## src/hw/rtl/rge_pkg.sv

```systemverilog
// Shared types and constants for the RGB gradient energy stencil.
// No dependencies; imported by the top, rge_front, rge_back, rge_checker and the testbench.
package rge_pkg;

    localparam int MAX_WIDTH_DEF  = 2048;
    localparam int MAX_HEIGHT_DEF = 2048;

    localparam int CFG_INDEX_W = 2;
    localparam int CFG_DATA_W  = 12;

    localparam logic [CFG_INDEX_W-1:0] REG_IMAGE_WIDTH  = 2'd0;
    localparam logic [CFG_INDEX_W-1:0] REG_IMAGE_HEIGHT = 2'd1;

    localparam int IMAGE_WIDTH_RESET  = 640;
    localparam int IMAGE_HEIGHT_RESET = 480;

    localparam int CHAN_W     = 8;
    localparam int SQ_W       = 2 * CHAN_W;
    localparam int COORD_W    = 11;
    localparam int ENERGY_W   = 19;
    localparam int ENERGY_MAX = 390150;

    localparam int CMD_DEPTH = 2;
    localparam int OUT_DEPTH = 8;

    typedef struct packed {
        logic [CHAN_W-1:0] red;
        logic [CHAN_W-1:0] green;
        logic [CHAN_W-1:0] blue;
    } rge_pixel_t;

    localparam int PIX_W = $bits(rge_pixel_t);

    typedef struct packed {
        logic              frame_start;
        logic [CHAN_W-1:0] red;
        logic [CHAN_W-1:0] green;
        logic [CHAN_W-1:0] blue;
    } rge_in_t;

    typedef struct packed {
        logic [COORD_W-1:0]  center_x;
        logic [COORD_W-1:0]  center_y;
        logic [ENERGY_W-1:0] edge_energy;
        logic                frame_last;
    } rge_out_t;

    typedef struct packed {
        logic               emit;
        logic               last;
        logic [COORD_W-1:0] center_x;
        logic [COORD_W-1:0] center_y;
        rge_pixel_t         pixel;
    } rge_cmd_t;

    function automatic logic [SQ_W-1:0] sq_diff(input logic [CHAN_W-1:0] a,
                                                input logic [CHAN_W-1:0] b);
        logic [CHAN_W-1:0] d;
        d = (a > b) ? (a - b) : (b - a);
        return SQ_W'(d) * SQ_W'(d);
    endfunction

endpackage

```

## src/hw/rtl/rge_front.sv

```systemverilog
// Front end: frame size registers, raster counters and pixel classification.
// Depends on rge_pkg; emits one command per accepted pixel.
module rge_front import rge_pkg::*; #(
    parameter int MAX_WIDTH  = MAX_WIDTH_DEF,
    parameter int MAX_HEIGHT = MAX_HEIGHT_DEF
) (
    input  logic                         aclk,
    input  logic                         aresetn,
    input  logic                         s_valid,
    output logic                         s_ready,
    input  rge_in_t                      s_data,
    input  logic                         cfg_valid,
    output logic                         cfg_ready,
    input  logic [CFG_INDEX_W-1:0]       cfg_index,
    input  logic [CFG_DATA_W-1:0]        cfg_data,
    output logic                         cmd_valid,
    input  logic                         cmd_ready,
    output rge_cmd_t                     cmd,
    output logic [$clog2(MAX_WIDTH)-1:0] cmd_addr
);

    localparam int XW  = $clog2(MAX_WIDTH);
    localparam int YW  = $clog2(MAX_HEIGHT);
    localparam int WVW = $clog2(MAX_WIDTH + 1);
    localparam int WVH = $clog2(MAX_HEIGHT + 1);
    localparam int CWW = (WVW > CFG_DATA_W) ? WVW : CFG_DATA_W;
    localparam int CWH = (WVH > CFG_DATA_W) ? WVH : CFG_DATA_W;
    localparam int XE  = (XW > COORD_W) ? XW : COORD_W;
    localparam int YE  = (YW > COORD_W) ? YW : COORD_W;
    localparam int WIDTH_RST  = (IMAGE_WIDTH_RESET > MAX_WIDTH) ? MAX_WIDTH
                                                                : IMAGE_WIDTH_RESET;
    localparam int HEIGHT_RST = (IMAGE_HEIGHT_RESET > MAX_HEIGHT) ? MAX_HEIGHT
                                                                  : IMAGE_HEIGHT_RESET;

    logic [WVW-1:0] width_reg, width_next;
    logic [WVH-1:0] height_reg, height_next;
    logic [XW-1:0]  col_reg, col_next;
    logic [YW-1:0]  row_reg, row_next;
    logic [XW-1:0]  col_s, x;
    logic [YW-1:0]  row_s, y;
    logic [WVW-1:0] x_inc;
    logic [WVH-1:0] y_inc;
    logic           accept;

    assign cfg_ready = 1'b1;
    assign s_ready   = cmd_ready;
    assign cmd_valid = s_valid;
    assign accept    = s_valid && cmd_ready;

    // clamp size on write
    always_comb begin
        width_next  = width_reg;
        height_next = height_reg;
        if (cfg_valid) begin
            unique case (cfg_index)
                REG_IMAGE_WIDTH: begin
                    if (cfg_data == '0) begin
                        width_next = WVW'(1);
                    end else if (CWW'(cfg_data) > CWW'(MAX_WIDTH)) begin
                        width_next = WVW'(MAX_WIDTH);
                    end else begin
                        width_next = WVW'(cfg_data);
                    end
                end
                REG_IMAGE_HEIGHT: begin
                    if (cfg_data == '0) begin
                        height_next = WVH'(1);
                    end else if (CWH'(cfg_data) > CWH'(MAX_HEIGHT)) begin
                        height_next = WVH'(MAX_HEIGHT);
                    end else begin
                        height_next = WVH'(cfg_data);
                    end
                end
                default: ;
            endcase
        end
    end

    always_comb begin
        col_s = s_data.frame_start ? '0 : col_reg;
        row_s = s_data.frame_start ? '0 : row_reg;
        x     = (WVW'(col_s) >= width_reg)  ? '0 : col_s;
        y     = (WVH'(row_s) >= height_reg) ? '0 : row_s;
        x_inc = WVW'(x) + WVW'(1);
        y_inc = WVH'(y) + WVH'(1);

        cmd.emit     = (y >= YW'(2)) && (x != '0) && (x_inc < width_reg);
        cmd.last     = (x_inc == width_reg - WVW'(1)) && (y_inc == height_reg);
        cmd.center_x = COORD_W'(XE'(x));
        cmd.center_y = COORD_W'(YE'(y) - YE'(1));
        cmd.pixel    = '{red: s_data.red, green: s_data.green, blue: s_data.blue};
        cmd_addr     = x;

        if (x_inc >= width_reg) begin
            col_next = '0;
            row_next = (y_inc >= height_reg) ? '0 : YW'(y_inc);
        end else begin
            col_next = XW'(x_inc);
            row_next = y;
        end
    end

    always_ff @(posedge aclk) begin
        if (!aresetn) begin
            width_reg  <= WVW'(WIDTH_RST);
            height_reg <= WVH'(HEIGHT_RST);
            col_reg    <= '0;
            row_reg    <= '0;
        end else begin
            width_reg  <= width_next;
            height_reg <= height_next;
            if (accept) begin
                col_reg <= col_next;
                row_reg <= row_next;
            end
        end
    end

endmodule

```

## config.mk

```make
export PLATFORM = sky130hd
export DESIGN_NAME = rge_front
export DESIGN_NICKNAME = d
export VERILOG_FILES = /design/src/hw/rtl/rge_pkg.sv /design/src/hw/rtl/rge_front.sv
export SDC_FILE = /design/constraint.sdc
export NUM_CORES = 1
export LEC_CHECK = 0
export ABC_AREA = 1
export BUFFER_PORTS_ARGS = -buffer_cell sky130_fd_sc_hd__buf_2
export CAP_MARGIN = 10
export CORE_ASPECT_RATIO = 2
export CORE_MARGIN = 1
export CORE_UTILIZATION = 40
export DETAILED_ROUTE_END_ITERATION = 10
export PLACE_DENSITY_LB_ADDON = 0.15
export SLEW_MARGIN = 20
export SYNTH_ARGS = -nofsm -noshare
export SYNTH_HDL_FRONTEND = slang
export SYNTH_SLANG_ARGS = --single-unit
```

## constraint.sdc

```tcl
create_clock -name aclk -period 6.9 [get_ports aclk]
set_input_delay 0.345 -clock aclk [delete_from_list [all_inputs] [get_ports aclk]]
set_output_delay 0.345 -clock aclk [all_outputs]
set_load 0.005 [all_outputs]
```

==> flow_metrics.tcl <==
set metrics [dict create \
    ys_seq_area_frac 0.196 \
    die_h_um 155 \
    synth_edf_count 0 \
    crit_slowest_cell "nor2_2" \
    clk_pin_slew_ns 0.07 \
    drv_slew 0 \
    wl_mm 15.4 \
    place_ws_ns 0.747 \
    cp_common_cell "nand2_1" \
    required_ns 7.11 \
    r2r_end "row_reg[2]$_SDFFE_PN0P_" \
    synth_ff_type "dfxtp_1" \
    postRouteAntennaNets 0 \
    fin_skew_ns 0.00369 \
    worst-slew-pin-transition_ns 0.764 \
    synth_compound_area_frac 0.135 \
    postCtsSetupRepairBufs 0 \
    power_density_mw_per_mm2 141 \
    rsz0062_at_grt "no" \
    period_share 0.855 \
    wl_per_cell_um 17.1 \
    rr_startpoint "col_reg[6]$_SDFFE_PN0P_" \
    viasPerCell 5.33 \
    clock.fmax_mhz 170 \
    synthMuxAreaShare 0 \
    total_leakage_power_nw 2.60 \
    end_kind "flop" \
    crit_type "in -> reg" \
    port_buffers 56 \
    ioPinCount 106 \
    yosys.area.top_type_share 0.196 \
    fp-row-count 55 \
    ctsHtreeMaxLevel 2 \
    cts_root_buffer "clkbuf_16" \
    yosys.area_share.adder 0.139 \
    status "completed" \
    rrSetupSlack_ns 1.12 \
    die_w_um 78.6 \
    overflow 0 \
    nets 852 \
    clock_sinks 46 \
    yosys-top-cells-area "dfxtp_1 (20%), ha_1 (14%), nand2_1 (12%), inv_1 (9.0%), a21oi_1 (6.7%)" \
    post_synth_instance_area_mm2 0.00470 \
    async_flop_share 0 \
    drive_above_1_share 0.123 \
    grt_pass1_wl_mm 23.5 \
    start_kind "primary input" \
    r2r_cells 30 \
    cts_buffer_depth 2 \
    initial_core_util 0.414 \
    path_max_fanout 22 \
    dp_hpwl_mm 12.9 \
    yosysMostFrequentCell "nand2_1" \
    post_synth.cell_area_avg_um2 6.32 \
    setup_viol 0 \
    synth_nets 839 \
    period_needed_ns 5.90 \
    clkLatencyLatePin_ns 0.29 \
    hold_path.class "in -> reg" \
    gr-usage-all-layers 0.258 \
    first_global_vias 4715 \
    fillers 1255 \
    holdPathStages 3 \
    first_iter_violations 188 \
    cp.arrival_ns 6.11 \
    synth_common_cells "nand2_1 (154), inv_1 (112), a21oi_1 (63), nor2_1 (62), nand3_1 (61)" \
    coreArea_mm2 0.0114 \
    synthDistinctLibCells 36 \
    ir_drop_uv 106 \
    setup_slack_ns 1.00 \
    synth_top_family_by_area "simple AND/OR/NAND/NOR gates" \
    netlist_instances 743 \
    synthXorXnorAreaFrac 0.0410 \
    cts_hold_buf 0 \
    gp_congestion 0.960 \
    netlist.top_cell.by_area "dfxtp_1" \
    ys_ff_latch 46 \
    dieArea_mm2 0.0122 \
    cap_violations 0 \
    synthSimpleGateAreaFrac 0.322 \
    fin_setup_tns_ns 0 \
    critPathMaxStageDelay_ns 0.53 \
    power_mw 0.707 \
    vias 4791 \
    hp-start "cfg_data[10]" \
    fin_cells 899 \
    timing.slew.headroom 0.489 \
    worst_hold_slack_ns 0.334 \
    syn_to_final_growth_pct 6.63 \
    yosysWarnings 0 \
    cts_buffers 5 \
    dr.pass1.iters 5 \
    cts_resized 0 \
    cts_tree "built" \
    hold_violations 0 \
    diodes 0 \
    antenna_found_initial 0 \
    grt_max_degree 27 \
    dp_cells 891 \
    hold-path-endpoint "height_reg[10]$_SDFFE_PN0P_" \
    drcViolationCount 0 \
]
## worst max-delay path: cells and delay by family
| kind | cells | cell delay [ns] |
|---|---|---|
| and+or+nand+nor | 17 | 2.94 |
| adders and majority gates | 3 | 0.76 |
| buffers and inverters | 9 | 1.24 |
| AOI/OAI and AO/OA | 3 | 0.81 |
## final cells by class
class / instances / area, um2 / share of cell area
repair buffers: 58 / 295 / 0.0590
flip-flops and latches: 46 / 921 / 0.184
well taps: 142 / 178 / 0.0355
clock buffers: 5 / 125 / 0.0250
inverters: 118 / 443 / 0.0884
multi-input cells: 527 / 3000 / 0.600
clock inverters: 3 / 43.8 / 0.00874
## worst max path at each step
stage / start / to / slack [ns] / cells past startpoint
2_1_floorplan: s_data[24] / cmd[46] / 2.47 / 28
3_3_place_gp: s_data[24] / row_reg[2]$_SDFFE_PN0P_ / 0.76 / 30
5_1_grt: s_data[24] / row_reg[2]$_SDFFE_PN0P_ / 0.46 / 32
6_report: s_data[24] / row_reg[2]$_SDFFE_PN0P_ / 1.00 / 32
4_1_cts: s_data[24] / row_reg[2]$_SDFFE_PN0P_ / 1.04 / 32
3_5_place_dp: s_data[24] / row_reg[2]$_SDFFE_PN0P_ / 0.75 / 32
## placed cells by master (no fill, tap or decap), types with 2 or more instances in the layout
master	instances
xor2_1	21
nand3_2	3
o211ai_1	4
dfxtp_1	46
a31oi_1	2
nand2_2	4
o21bai_1	2
a211oi_1	6
nor2_2	7
ha_1	52
o21ai_0	32
buf_2	56
nor4_1	4
clkbuf_16	5
nand3b_1	3
inv_2	5
nand4_1	13
nor2_4	3
nor3_1	16
a22oi_1	2
nor2_1	62
buf_4	2
and2_1	4
a21oi_1	63
nand2_1	154
nand3_1	61
inv_1	112
## cell families after synthesis
family / after synthesis
AOI/OAI and AO/OA: 115
DFF: 46
and+or+nand+nor: 337
xor gates and xnor gates: 22
buffers and inverters: 170
adders and majority gates: 52
other: 1
## report_power, final
part           switching (mW)  internal [mW]  leakage [nW]  total, mW
sequential            0.00752          0.275         0.375      0.283
clock                   0.112          0.172        0.0842      0.284
combinational          0.0928         0.0474          2.14      0.140
## stage by stage
stage,area (um2),utilization
finish,5010,0.441
global route,5010,0.441
CTS,5010,0.441
detailed placement,4840,0.426
global placement,4830,0.426
floorplan,4700,-
## per-layer routing
layer  vias to the layer above  routed length (um)  track usage
met5                         -                   0            0
met4                         0                1530        0.243
li1                       2406                   -            -
met1                      2174                4950        0.216
met3                        72                 386       0.0276
met2                       139                8540        0.501
(Power assumes the default switching activity.)
