File: src/hw/rtl/rge_fifo.sv
// Small register FIFO with valid/ready on both sides and a fill count.
// No dependencies; used for the command queue and the result buffer.
module rge_fifo #(
    parameter int WIDTH = 8,
    parameter int DEPTH = 2
) (
    input  logic                         aclk,
    input  logic                         aresetn,
    input  logic                         in_valid,
    output logic                         in_ready,
    input  logic [WIDTH-1:0]             in_data,
    output logic                         out_valid,
    input  logic                         out_ready,
    output logic [WIDTH-1:0]             out_data,
    output logic [$clog2(DEPTH+1)-1:0]   count
);

    localparam int PW = (DEPTH > 1) ? $clog2(DEPTH) : 1;
    localparam int CW = $clog2(DEPTH + 1);

    logic [WIDTH-1:0] mem_reg [DEPTH];
    logic [PW-1:0]    wr_ptr_reg, wr_ptr_next;
    logic [PW-1:0]    rd_ptr_reg, rd_ptr_next;
    logic [CW-1:0]    count_reg, count_next;
    logic             push, pop;

    assign in_ready  = (count_reg != CW'(DEPTH));
    assign out_valid = (count_reg != '0);
    assign out_data  = mem_reg[rd_ptr_reg];
    assign count     = count_reg;
    assign push      = in_valid && in_ready;
    assign pop       = out_valid && out_ready;

    always_comb begin
        wr_ptr_next = wr_ptr_reg;
        rd_ptr_next = rd_ptr_reg;
        if (push) begin
            wr_ptr_next = (wr_ptr_reg == PW'(DEPTH - 1)) ? '0 : wr_ptr_reg + PW'(1);
        end
        if (pop) begin
            rd_ptr_next = (rd_ptr_reg == PW'(DEPTH - 1)) ? '0 : rd_ptr_reg + PW'(1);
        end
        case ({push, pop})
            2'b10:   count_next = count_reg + CW'(1);
            2'b01:   count_next = count_reg - CW'(1);
            default: count_next = count_reg;
        endcase
    end

    always_ff @(posedge aclk) begin
        if (!aresetn) begin
            wr_ptr_reg <= '0;
            rd_ptr_reg <= '0;
            count_reg  <= '0;
        end else begin
            wr_ptr_reg <= wr_ptr_next;
            rd_ptr_reg <= rd_ptr_next;
            count_reg  <= count_next;
        end
    end

    always_ff @(posedge aclk) begin
        if (push) begin
            mem_reg[wr_ptr_reg] <= in_data;
        end
    end

endmodule

File: config.mk
export PLATFORM = sky130hd
export DESIGN_NAME = rge_fifo
export DESIGN_NICKNAME = d
export VERILOG_FILES = /design/src/hw/rtl/rge_fifo.sv
export SDC_FILE = /design/constraint.sdc
export NUM_CORES = 1
export LEC_CHECK = 0
export BUFFER_PORTS_ARGS = -buffer_cell sky130_fd_sc_hd__buf_2
export CAP_MARGIN = 15
export CORE_MARGIN = 2
export CORE_UTILIZATION = 48
export DETAILED_ROUTE_END_ITERATION = 10
export PLACE_DENSITY = 0.75
export SLEW_MARGIN = 20
export SYNTH_ARGS = -nofsm -noshare
export SYNTH_HDL_FRONTEND = slang
export SYNTH_SLANG_ARGS = --single-unit
File: constraint.sdc
create_clock -name aclk -period 1.7 [get_ports aclk]
set_input_delay 0.255 -clock aclk [delete_from_list [all_inputs] [get_ports aclk]]
set_output_delay 0.255 -clock aclk [all_outputs]
set_load 0.02 [all_outputs]
==> results of run 1 <==
-- final cells by class --
class / instances / area (µm²)
well taps: 16 / 20.0
clock buffers: 4 / 26.3
repair buffers: 23 / 115
inverters: 1 / 3.75
multi-input cells: 26 / 224
flip-flops and latches: 21 / 582
fillers: 126 / 571
-- layout by cell type, fill, tap and decap left out --
| cell type | n |
|---|---|
| sky130_fd_sc_hd__o21ai_0 | 1 |
| sky130_fd_sc_hd__a21boi_0 | 1 |
| sky130_fd_sc_hd__nand2_1 | 1 |
| sky130_fd_sc_hd__inv_1 | 1 |
| sky130_fd_sc_hd__edfxtp_1 | 16 |
| sky130_fd_sc_hd__nor2b_1 | 2 |
| sky130_fd_sc_hd__and2_1 | 1 |
| sky130_fd_sc_hd__ha_1 | 1 |
| sky130_fd_sc_hd__xnor2_1 | 3 |
| sky130_fd_sc_hd__or2_2 | 1 |
| sky130_fd_sc_hd__dfxtp_2 | 1 |
| sky130_fd_sc_hd__clkbuf_4 | 3 |
| sky130_fd_sc_hd__mux2_2 | 8 |
| sky130_fd_sc_hd__nand2b_2 | 1 |
| sky130_fd_sc_hd__dfxtp_1 | 4 |
| sky130_fd_sc_hd__and3_1 | 1 |
| sky130_fd_sc_hd__or3_1 | 1 |
| sky130_fd_sc_hd__clkbuf_1 | 1 |
| sky130_fd_sc_hd__a21bo_2 | 1 |
| sky130_fd_sc_hd__buf_2 | 23 |
| sky130_fd_sc_hd__o21a_1 | 1 |
| sky130_fd_sc_hd__a21boi_1 | 1 |
| sky130_fd_sc_hd__nand3b_1 | 1 |
-- per-layer routing --
layer | track usage [%] | part of all wire [%] | vias up
met4 | 10.6 | 2.9 | 0
li1 | - | - | 232
met1 | 13.6 | 43 | 207
met5 | 0 | 0 | -
met3 | 3.60 | 4.6 | 4
met2 | 21.4 | 50 | 13
-- timing repair --
item	4_1_cts	5_1_grt
gates resized for setup	0	1
hold endpoints to repair	0	0
endpoints found under the setup margin	0	1
-- critical path: cells and delay by family, from the launching register on --
family / cells / cell delay [ns]
adders and majority gates: 1 / 0.31
AOI/OAI and AO/OA: 1 / 0.13
and+or+nand+nor: 3 / 0.60
DFF: 1 / 0.43
-- cell families (layout without fill, tap and decap cells) --
logic type / count (synthesis) / after routing / synth area share [%]
and+or+nand+nor: 9 / 9 / 6.79
xor gates and xnor gates: 3 / 3 / 3.24
AOI/OAI and AO/OA: 5 / 5 / 4.63
buffers and inverters: 2 / 28 / 1.08
adders and majority gates: 1 / 1 / 1.54
muxes: 8 / 8 / 11.1
DFF: 21 / 21 / 71.6
-- through the flow --
step                      cell area [µm²]  setup slack, ns
final                                 971            0.162
after global routing                  971           0.0705
after CTS                             970           0.0390
after detailed placement              943            0.165
after global placement                943            0.226
after floorplan                       813           0.0202
-- worst max path at each step --
stage / endpoint
after floorplan: count[1]
after global placement: count[1]
after detailed placement: count[1]
after CTS: out_data[4]
after global routing: count[1]
final: count[1]
-- power by group through the flow --
stage / clock [W] / sequential [W] / combinational (W)
detailed placement: 0 / 0.000750 / 0.000579
floorplan: 0 / 0.000741 / 0.000423
CTS: 0.000235 / 0.000740 / 0.000580
finish: 0.000223 / 0.000738 / 0.000571
global route: 0.000250 / 0.000757 / 0.000615
global placement: 0 / 0.000746 / 0.000569
==> flow_results.org, run 1 <==
** Status
- The flow ran to the end, and the final reports show no timing, DRC or antenna violations.

** CTS
- Max clock buf depth :: 2
- # clock sinks :: 21
- CTS tree :: built
- Clock latency on the worst-skew pair, taken at its later pin, is 0.29 ns.
- The root buffer cell chosen for the clock tree is sky130_fd_sc_hd__clkbuf_4.
- Clock Pin Slew Worst Setup and Hold Paths :: 0.10 ns
- H-tree Lvls :: 1
- Counting the buffers created by CTS gives 3.
- Hold-fix buffers, CTS :: 0
- Once the clock tree was built, the setup fixing pass inserted 0 buffers.

** Synthesis
- Total of flip-flops plus latches after synthesis :: 21
- In this run, synthesis inferred 16 flip-flops with an integrated enable.
- Yosys mapped the design onto 20 distinct sky130hd cell types.
- Main flop type after synthesis :: sky130_fd_sc_hd__edfxtp_1
- Mean area per synthesized cell :: 16.5 µm²
- Yosys instantiated no cell more often than sky130_fd_sc_hd__edfxtp_1.
- Cell count after synthesis :: 49
- Synthesis produced a netlist with a net count of 62.
- After synthesis, the share of flip-flops with an asynchronous set or reset is 0%.
- The share of the Yosys chip area taken by registers is 71.6%.
- Top post-synthesis cells by area :: sky130_fd_sc_hd__edfxtp_1 59%, sky130_fd_sc_hd__dfxtp_1 12%, sky130_fd_sc_hd__mux2_2 11%
- After synthesis the cells add up to 811 µm².
- Fraction of post-synthesis cell area in the top cell type by area :: 59.3%
- In the synthesized netlist, the cells that appear most often are 16 x sky130_fd_sc_hd__edfxtp_1, 8 x sky130_fd_sc_hd__mux2_2, 5 x sky130_fd_sc_hd__dfxtp_1, 3 x sky130_fd_sc_hd__xnor2_1, 2 x sky130_fd_sc_hd__nor2b_1.
- Number of warning messages in the yosys log :: 0
- Dominant cell type by area after synthesis :: sky130_fd_sc_hd__edfxtp_1

** Place
- I/O Buffers :: 23
- At the end of routability-driven placement, the weighted congestion stood at 0.677.
- Total instance count after detailed placement :: 87

** Global route
- Initial antenna violation count :: 0
- Total global routing overflow :: 0
- Entering global routing, the biggest net connects 12 pins.
- The number of global-route vias before repair was 432.
- The first global-routing pass estimated 1710 µm of wire.
- Global routing used 13.0% of the available tracks.

** Worst setup path
- Cell Chain, Critical Path :: nand2b_2 -> nand2_1 -> ha_1 -> or3_1 -> a21boi_1
- Of all nets on the critical path, the largest fanout is 6.
- Worst-path cell with the longest stage delay :: sky130_fd_sc_hd__dfxtp_1
- CP startpoint :: count[0]
- Cell count of the worst reg-to-reg path :: 5
- In this design, the stage delay of the slowest critical-path cell is 0.43 ns.
- Crit path kind :: flip-flop to flip-flop
- In this run the register-to-register setup slack is 0.16 ns.
- Element type at the critical path end :: flip-flop
- Critical path data required time :: 1.93 ns
- Data arrives at the worst endpoint at 1.77 ns.
- In this run the critical register-to-register path is captured at count[1].
- The worst register-to-register path begins at count[0].
- Launching element type of the critical path :: flip-flop

** Hold path
- HP Start :: in_data[7]
- Cell depth of the worst hold path :: 1
- The min-delay analysis places its worst path in the category input pin to flip-flop.
- The path with the worst hold slack has its endpoint at mem_reg[0][7].

** Routing
- Dividing the detail-routed via count by the number of cells gives 5.01.
- Vias :: 456
- The detailed router finished its first iteration with 0 violations.
- ANT nets after route :: 0
- After detailed routing, the total wire length is 1140 µm.
- Total iterations of the first detailed-routing run :: 1
- Dividing the detail-routed wire length by the instance count gives 12.5 µm.
- For this run, design rule violations remaining after detail routing come to 0.

** Die
- Number of standard-cell rows in the floorplan :: 14
- Floorplan Core Area :: 1540 µm²
- I/O Pins :: 24
- The floorplan step set the die width to 45.1 µm.
- Starting utilization of the core area :: 52.6%
- Die area :: 2030 µm²
- Die Ht :: 45.1 µm

** Power
- Power density of the placed cells :: 1580 nW/µm²
- The analysis attributes to cell leakage a power of 0.384 nW.
- The analysis attributes to net switching a power of 0.000516 W.
- Pint :: 0.00102 W
- Overall power consumption after layout is estimated at 0.00153 W.
- VDD IR max :: 946 µV
- Clock power frac :: 14.6%
- Net switching is 33.7% of the power.
- Sequential power share :: 48.2%
- Combinational logic burns 37.2% of the power.

** Timing
- Setup repair after global routing left no endpoint under its margin.
- Adding up every negative setup slack in the final design gives 0 ns.
- Measured against its own limit, the worst slew margin works out to 75.0%.
- Clock skew :: 0.00280 ns
- Across all hold checks on the routed design, the worst slack comes to 0.147 ns.
- Pins over their slew limit :: 0
- The worst path uses 90.5% of the clock period.
- For the pin with the worst max-slew slack, the measured transition is 0.374 ns.
- Max frequency :: 0.650 GHz
- Setup violations remaining at the end of the flow were counted as 0.
- The smallest clock period supported by the final layout is computed as 1.54 ns.
- Endpoints failing hold :: 0

** Cells and area
- Antenna cells :: 0
- Post-layout nets :: 89
- Flip-flop count of the largest register after layout :: 16
- Count of placed standard cells in the final layout, fillers left out :: 91
- Post-layout util :: 63.0%
- Synth-to-Final Area Change :: 19.8%
- Fraction of layout cells with a size suffix above 1 :: 50.7%

** Flow run
- Across the run, the number of max-cap violations was 0.
Note: power is estimated with default switching activity, not from simulation.
==> run 2, diff against run 1 <==
--- a/config.mk
+++ b/config.mk
@@ -13,2 +13,3 @@
 export PLACE_DENSITY = 0.75
+export RECOVER_POWER = 25
 export SLEW_MARGIN = 20
==> constraint.sdc (replaced) <==
create_clock -name aclk -period 1.7 [get_ports aclk]
set_input_delay 0.425 -clock aclk [delete_from_list [all_inputs] [get_ports aclk]]
set_output_delay 0.425 -clock aclk [all_outputs]
set_load 0.02 [all_outputs]
==> run 2 against run 1 <==
Total power is 1.0% higher; global-route usage hardly changed; core utilization is 0.32 points higher; clock-buffer cell count fell by 1; critical endpoint is now out_data[6]; die area stayed put; combinational power up 0.9%; final cell count is the same; setup slack lost 0.11 ns.
==> flow_results.org, run 2 (synthesis gave the netlist of run 1 again) <==
** Status
- The run finished with clean final reports.

** Global route
- The global routing usage on met1 was 12.9% (-0.70 points).
- The met2 usage is 22.0% (+0.57 points).
- The overall global routing resource usage was 13.0% (+0.033 points).
- The largest net degree at the start of global routing came to 13 (+1).
- Global route hottest layer :: met2
- Total global routing overflow :: 0 (unchanged)
- First-pass GRT wire length :: 1770 µm (+3.6%)
- The number of global-route vias before repair is 455 (+5.3%).
- The global-route track usage on met3 was 5.20% (+1.6 points).
- The initial antenna violation count was 0 (unchanged).

** CTS
- H-tree Lvls :: 1 (unchanged)
- Max clock buf depth :: 2 (unchanged)
- CTS root buffer :: sky130_fd_sc_hd__clkbuf_4
- The clock-pin slew reported for the worst setup and hold paths after clock tree synthesis was 0.11 ns (about the same).
- The number of buffers added by the clock tree synthesis step is 3 (unchanged).
- Hold-fix buffers, CTS :: 0 (unchanged)
- CTS tree :: built
- The clock latency on the worst-skew pair is 0.29 ns (about the same).
- The number of post-CTS setup repair buffers came to 0 (unchanged).
- The post-cts resize count is 2 (+2).
- # clock sinks :: 21 (unchanged)

** Worst setup path
- Launching element type of the critical path :: flip-flop
- Flop-to-flop setup slack :: 0.12 ns (-0.04 ns)
- Walking the worst path, the cells encountered are mux2_2 -> buf_4.
- In this design, the largest share of critical-path delay is due to flip-flops.
- The maximum fanout along the worst path came to 8 (+2).
- Cell count of the worst reg-to-reg path :: 5 (unchanged)
- The startpoint identified for the worst register-to-register timing path is count[0].
- Worst stage delay on the critical path :: 0.42 ns (about the same)
- Reg-to-Reg End :: count[1]
- The logic depth of the worst path, buffers included was 2 (-3).
- The slowest stage of the critical path is the sky130_fd_sc_hd__dfxtp_4 cell.
- Element type at the critical path end :: output pin
- Crit path kind :: flip-flop to output pin
- The count of buffering cells on the critical path with inverters included is 1 (+1).
- Arrival time at the worst endpoint :: 1.22 ns (-0.55 ns)
- Critical path data required time :: 1.27 ns (-0.66 ns)

** Power
- The total power draw is 0.00155 W (+1.0%).
- Power density of the placed cells :: 1590 nW/µm² (+0.50%)
- The worst ir drop on vdd was 950 µV (+0.45%).
- Leakage dissipation :: 0.385 nW (+0.30%)

** Die
- I/O Pins :: 24 (unchanged)
- Starting utilization of the core area :: 52.6% (unchanged)
- The core area was 1540 µm² (unchanged).
- The row count was 14 (unchanged).
- Die Ht :: 45.1 µm (unchanged)
- Die span in x :: 45.1 µm (unchanged)
- Die area :: 2030 µm² (unchanged)

** Timing
- The maximum clock rate is 0.608 GHz (-6.5%).
- The max-slew violation count is 0 (unchanged).
- The setup-violating endpoint count in the final report was 0 (unchanged).
- Final period demand of the worst path :: 1.64 ns (+0.106 ns)
- Unrepaired setup endpoints after global routing :: yes
- Slew @ Worst Pin :: 0.406 ns (+0.0316 ns)
- Clock skew :: 0.00172 ns (-0.00108 ns)
- Endpoints failing hold :: 0 (unchanged)
- Setup TNS :: 0 ns (unchanged)
- The relative slew slack came to 72.9% (-2.1 points).
- Period Utilization, post-route :: 96.7% (+6.3 points)

** Place
- The routability-driven placement congestion ratio is 0.651 (-3.9%).
- Total instance count after detailed placement :: 87 (unchanged)
- The number of input and output port buffers inserted came to 23 (unchanged).
- The instance area after placement was 943 µm² (unchanged).
- Detailed-placement wirelength estimate :: 854 µm

** Routing
- Post-detailed-route via-to-cell ratio :: 5.21 (+3.9%)
- Total iterations of the first detailed-routing run :: 3 (+2)
- Detailed-route DRC error count :: 0 (unchanged)
- The overall via count from detail_route is 474 (+3.9%).
- The total length of routed wires is 1130 µm (-0.79%).
- The remaining antenna violation count after routing came to 0 (unchanged).
- The initial DRC count came to 7 (+7).
- Average wire per standard cell :: 12.5 µm (-0.79%)

** Hold path
- The path class of the tightest hold or removal check is input pin to flip-flop.
- For hold timing, the worst endpoint is mem_reg[1][6].
- The startpoint identified for the worst hold timing path is in_data[6].
- Cell depth of the worst hold path :: 1 (unchanged)

** Flow run
- The count of max-cap constraint violations was 0 (unchanged).

** Cells and area
- The fraction of layout instances using a drive strength above 1 is 50.7% (unchanged).
- Most common cell after layout, fill and taps aside :: sky130_fd_sc_hd__buf_2
- Antenna cells :: 0 (unchanged)
- Post-layout nets :: 89 (unchanged)
- Relative to the synthesized area, the layout overhead comes to 20.4%.
- Count of placed standard cells in the final layout, fillers left out :: 91 (unchanged)
- # fillers :: 128 (+1.6%)
- The post-route standard cell area excluding fillers came to 976 µm² (+0.52%).
- Commonest non-fill, non-tap cells in the layout :: 21 x sky130_fd_sc_hd__buf_2, 16 x sky130_fd_sc_hd__edfxtp_1, 8 x sky130_fd_sc_hd__mux2_2
- The post-route core utilization was 63.3% (+0.32 points).
- Flip-flop count of the largest register after layout :: 16 (unchanged)
==> run 2: per-layer routing <==
layer	vias to the layer above	routed length [µm]
met2	11	609
met4	0	0
met3	0	56
met1	230	467
met5	-	0
li1	233	-
==> run 2: final cells by class <==
class | count | area [µm²] | share of cell area (%)
Clock buffer | 3 | 22.5 | 2.31
Tap cell | 16 | 20.0 | 2.05
Inverter | 1 | 3.75 | 0.385
Sequential cell | 21 | 584 | 59.9
Clock inverter | 1 | 5.00 | 0.513
Multi-Input combinational cell | 26 | 224 | 22.9
Timing Repair Buffer | 23 | 116 | 11.9
==> run 2: worst max-delay path by stage <==
stage / slack (ns) / endpoint
after floorplan: 0.02 / count[1]
after global placement: 0.19 / count[1]
after detailed placement: 0.14 / count[1]
after CTS: 0.03 / out_data[6]
after global routing: -0.002 / out_data[6]
final: 0.06 / out_data[6]
==> run 2: where the power goes <==
| group | total [W] | leakage, nW | switching [W] | internal (W) |
|---|---|---|---|---|
| sequential | 0.000743 | 0.192 | 0.0000769 | 0.000666 |
| clock | 0.000229 | 0.0177 | 0.000141 | 0.0000875 |
| combinational | 0.000576 | 0.176 | 0.000309 | 0.000267 |
==> run 2: per-stage QoR <==
stage | hold WS [ns] | setup slack [ns]
2_1_floorplan | 0.504 | 0.0202
3_3_place_gp | 0.527 | 0.188
3_5_place_dp | 0.528 | 0.136
4_1_cts | 0.297 | 0.0320
5_1_grt | 0.284 | -0.00193
6_report | 0.310 | 0.0555
==> run 3, diff against run 2 <==
ABC_AREA = 1   (was not set)
CORE_UTILIZATION = 49   (was 48)
PLACE_DENSITY = 0.76   (was 0.75)
==> run 3 against run 2 <==
Clock skew about the same; total power decreased by 14%; flip-flop and latch count unchanged; area after synthesis increased by 3.5%; via count increased by 12%; fmax increased by 0.97%; die area increased by 1.3%; critical endpoint unchanged; largest power group unchanged.
==> flow_results.org, run 3 <==
** Die
- The core area came to 1560 µm² (+1.1%).
- Starting utilization of the core area :: 53.9% (+1.3 points)
- Die area :: 2060 µm² (+1.3%)
- The die span in y was 45.4 µm (+0.64%).
- Die span in x :: 45.4 µm (+0.64%)
- The row count is 14 (unchanged).
- The I/O pin total came to 24 (unchanged).

** Synthesis
- The synthesized instance count was 61 (+24%).
- The proportion of register bits with asynchronous set or reset after synthesis came to 0% (unchanged).
- Total of flip-flops plus latches after synthesis :: 21 (unchanged)
- Most frequent cell after synthesis :: sky130_fd_sc_hd__edfxtp_1
- The count of cell types in the netlist came to 17 (-15%).
- Top post-synthesis cells by area :: sky130_fd_sc_hd__edfxtp_1 57%, sky130_fd_sc_hd__dfxtp_1 12%, sky130_fd_sc_hd__mux2_2 11%
- Mean area per synthesized cell :: 13.8 µm² (-17%)
- Sequential share of the synthesized area :: 69.2% (-2.5 points)
- Dominant cell type by area after synthesis :: sky130_fd_sc_hd__edfxtp_1
- Fraction of post-synthesis cell area in the top cell type by area :: 57.2% (-2.0 points)
- The number of flops mapped to enable cells by yosys is 16 (unchanged).
- Among all flip-flop cells after synthesis, the most frequent one is sky130_fd_sc_hd__edfxtp_1.
- Synthesized Nets :: 74 (+19%)
- The cell area after technology mapping came to 840 µm² (+3.5%).
- Number of warning messages in the yosys log :: 0 (unchanged)
- By count the netlist is led by 16 x sky130_fd_sc_hd__edfxtp_1, 8 x sky130_fd_sc_hd__mux2_2, 8 x sky130_fd_sc_hd__nor2_1, 5 x sky130_fd_sc_hd__dfxtp_1, 5 x sky130_fd_sc_hd__nand2_1.

** Routing
- Routed wire length :: 1280 µm (+13%)
- Detailed-route DRC error count :: 0 (unchanged)
- ANT nets after route :: 0 (unchanged)
- Vias :: 531 (+12%)
- The wire length per cell came to 12.1 µm (-3.2%).
- The total iterations of the first detailed-routing run came to 4 (+1).
- Number of DRC markers in iteration 0 :: 10 (+3)
- The post-detailed-route via-to-cell ratio came to 5.01 (-3.8%).

** CTS
- Num CTS Buffers :: 3 (unchanged)
- The number of hold buffers added after cts is 0 (unchanged).
- Source-to-sink clock delay at the later pin of the worst-skew pair :: 0.28 ns (about the same)
- CTS root buffer :: sky130_fd_sc_hd__clkbuf_4
- H-tree Lvls :: 1 (unchanged)
- CTS tree :: built
- The clock-pin slew reported for the worst setup and hold paths after clock tree synthesis is 0.10 ns (about the same).
- The number of sinks driven by the clock tree was 21 (unchanged).
- The buffer levels on the longest clock path came to 2 (unchanged).

** Global route
- The global-route wire length before repair was 2100 µm (+18%).
- The global routing usage on met1 was 18.6% (+5.6 points).
- Pin count of the biggest net entering global routing :: 12 (-1)
- Met2 global-route usage :: 25.1% (+3.1 points)
- Initial antenna violation count :: 0 (unchanged)
- The global-route track usage on met3 was 2.38% (-2.8 points).
- The overall global routing resource usage was 14.6% (+1.6 points).
- Via count of the first global-routing pass :: 517 (+14%)
- Global route hottest layer :: met2
- Total global routing overflow :: 0 (unchanged)

** Timing
- Setup TNS :: 0 ns (unchanged)
- Unrepaired setup endpoints after global routing :: no
- Final setup violation count :: 0 (unchanged)
- The final count of hold timing violations came to 0 (unchanged).
- The max-slew violation count is 0 (unchanged).
- The slew at the pin closest to its max-slew limit is 0.254 ns (-0.152 ns).
- Remaining max-slew budget at the tightest pin :: 83.0% (+10 points)
- The clock tree skew after final layout is 0.00193 ns (+0.000209 ns).
- Max frequency :: 0.614 GHz (+0.97%)
- The minimum period implied by the final worst setup slack was 1.63 ns (-0.0158 ns).
- The final worst-path cycle share came to 95.8% (-0.93 points).

** Cells and area
- Register area :: 584 µm² (unchanged)
- The final cell count without fillers was 106 (+16%).
- Most common cell after layout, fill and taps aside :: sky130_fd_sc_hd__buf_2
- The flip-flop count of the largest register after layout was 16 (unchanged).
- The fill cell instance count of the final layout is 117 (-8.6%).
- The count of inserted antenna diode cells was 0 (unchanged).
- The post-route standard cell area excluding fillers came to 1020 µm² (+4.5%).
- Area of the multi-input gates :: 235 µm² (+5.0%)
- Commonest non-fill, non-tap cells in the layout :: 21 x sky130_fd_sc_hd__buf_2, 16 x sky130_fd_sc_hd__edfxtp_1, 8 x sky130_fd_sc_hd__mux2_2, 8 x sky130_fd_sc_hd__nor2_1, 5 x sky130_fd_sc_hd__nand2_1
- The final-stage net count came to 104 (+17%).
- Synth-to-Final Area Change :: 21.5%
- The fraction of layout instances using a drive strength above 1 came to 50.0% (-0.67 points).

** Hold path
- HP Start :: in_data[4]
- The worst hold path belongs to the class input pin to flip-flop.

** Power
- Power density of the placed cells :: 1310 nW/µm² (-18%)
- The internal power is 0.000894 W (-12%).
- Net Switching :: 0.000438 W (-17%)
- The clock network fraction of total power came to 16.6% (+1.8 points).
- Sequential power share :: 51.4% (+3.4 points)
- The switching fraction of total power was 32.9% (-1.1 points).
- The leakage power came to 0.424 nW (+10%).
- The worst ir drop on vdd is 718 µV (-24%).
- Final Power :: 0.00133 W (-14%)
- Comb power frac :: 32.0% (-5.2 points)

** Place
- Total instance count after detailed placement :: 102 (+17%)
- The routability-driven placement congestion ratio came to 0.809 (+24%).
- Placed standard-cell area :: 992 µm² (+5.2%)
- I/O Buffers :: 23 (unchanged)
- The post-detailed-placement half-perimeter wirelength came to 986 µm (+15%).

** Worst setup path
- Launching element type of the critical path :: flip-flop
- The signal arrival time at the worst endpoint came to 1.20 ns (-0.02 ns).
- The setup path with the least slack is of type flip-flop to output pin.
- Worst stage delay on the critical path :: 0.42 ns (about the same)
- Worst-path cell with the longest stage delay :: sky130_fd_sc_hd__dfxtp_4
- Cell Chain, Critical Path :: mux2_2 -> buf_2
- The worst setup path is captured at an output pin.
- The worst register-to-register path begins at count[0].
- Maximum net fanout on the critical path :: 8 (unchanged)
- Critical path data required time :: 1.27 ns (about the same)

** Status
- Outcome :: finished clean

** Flow run
- Number of max-cap violations :: 0 (unchanged)
## run 3: cell types whose count changed in the layout (fill, tap and decap cells not counted), moves of 2 or more
cell / before / now
sky130_fd_sc_hd__nor2_1: 0 / 8
sky130_fd_sc_hd__nand2_1: 1 / 5
sky130_fd_sc_hd__inv_1: 1 / 4
sky130_fd_sc_hd__nand2_2: 0 / 3
sky130_fd_sc_hd__xnor2_1: 3 / 0
sky130_fd_sc_hd__buf_4: 1 / 3
sky130_fd_sc_hd__clkbuf_1: 1 / 3
sky130_fd_sc_hd__nand2_4: 0 / 2
sky130_fd_sc_hd__nor2_2: 0 / 2
sky130_fd_sc_hd__nor2b_1: 2 / 0
## run 3: cell type report
cell class / instances / area share [%]
clock buffers: 4 / 2.58
inverters: 5 / 1.84
multi-input cells: 34 / 23.1
flip-flops and latches: 21 / 57.3
well taps: 16 / 1.96
repair buffers: 26 / 13.3
## run 3: worst paths after layout
kind / endpoint / slack (ns) / depth (start not counted)
worst max-delay path: out_data[6] / 0.07 / 2
worst min register to register: flip-flop / 0.50 / 2
worst max register to register: count[1] / 0.31 / 9
worst min-delay path: mem_reg[0][4] / 0.32 / 1
## run 3: layer usage
layer / wire (µm) / vias up
met4: 6 / 0
met3: 51 / 2
li1: - / 267
met2: 655 / 13
met1: 564 / 249
met5: 0 / -
## run 3: power groups by stage
stage	clock network, W	registers [W]	logic, W
floorplan	0	0.000690	0.000294
global placement	0	0.000691	0.000414
detailed placement	0	0.000696	0.000428
finish	0.000221	0.000685	0.000426
global route	0.000249	0.000696	0.000467
CTS	0.000226	0.000685	0.000431
## run 3: per-stage QoR
step / utilization [%] / setup slack, ns / hold WS (ns)
floorplan: - / 0.171 / 0.450
finish: 65.4 / 0.0713 / 0.319
global route: 65.4 / 0.00486 / 0.299
detailed placement: 63.6 / 0.222 / 0.477
CTS: 65.4 / 0.0109 / 0.314
global placement: 63.6 / 0.211 / 0.470
## run 3: worst max-delay path, delay by kind of cell (launching register included)
| kind | cells | cell delay, ns |
|---|---|---|
| DFF | 1 | 0.42 |
| muxes | 1 | 0.34 |
| buffers and inverters | 1 | 0.16 |
## run 3: timing repair
item	in CTS	in global routing
resized for setup	1	1
gates cloned	0	0
endpoints found under the setup margin	8	8
buffers inserted	0	0
## run 3: kinds of logic after synthesis
logic type	share of synthesized area, %
buffers and inverters	2.83
DFF	69.2
muxes	10.7
AOI/OAI and AO/OA	2.23
and+or+nand+nor	13.6
adders and majority gates	1.49
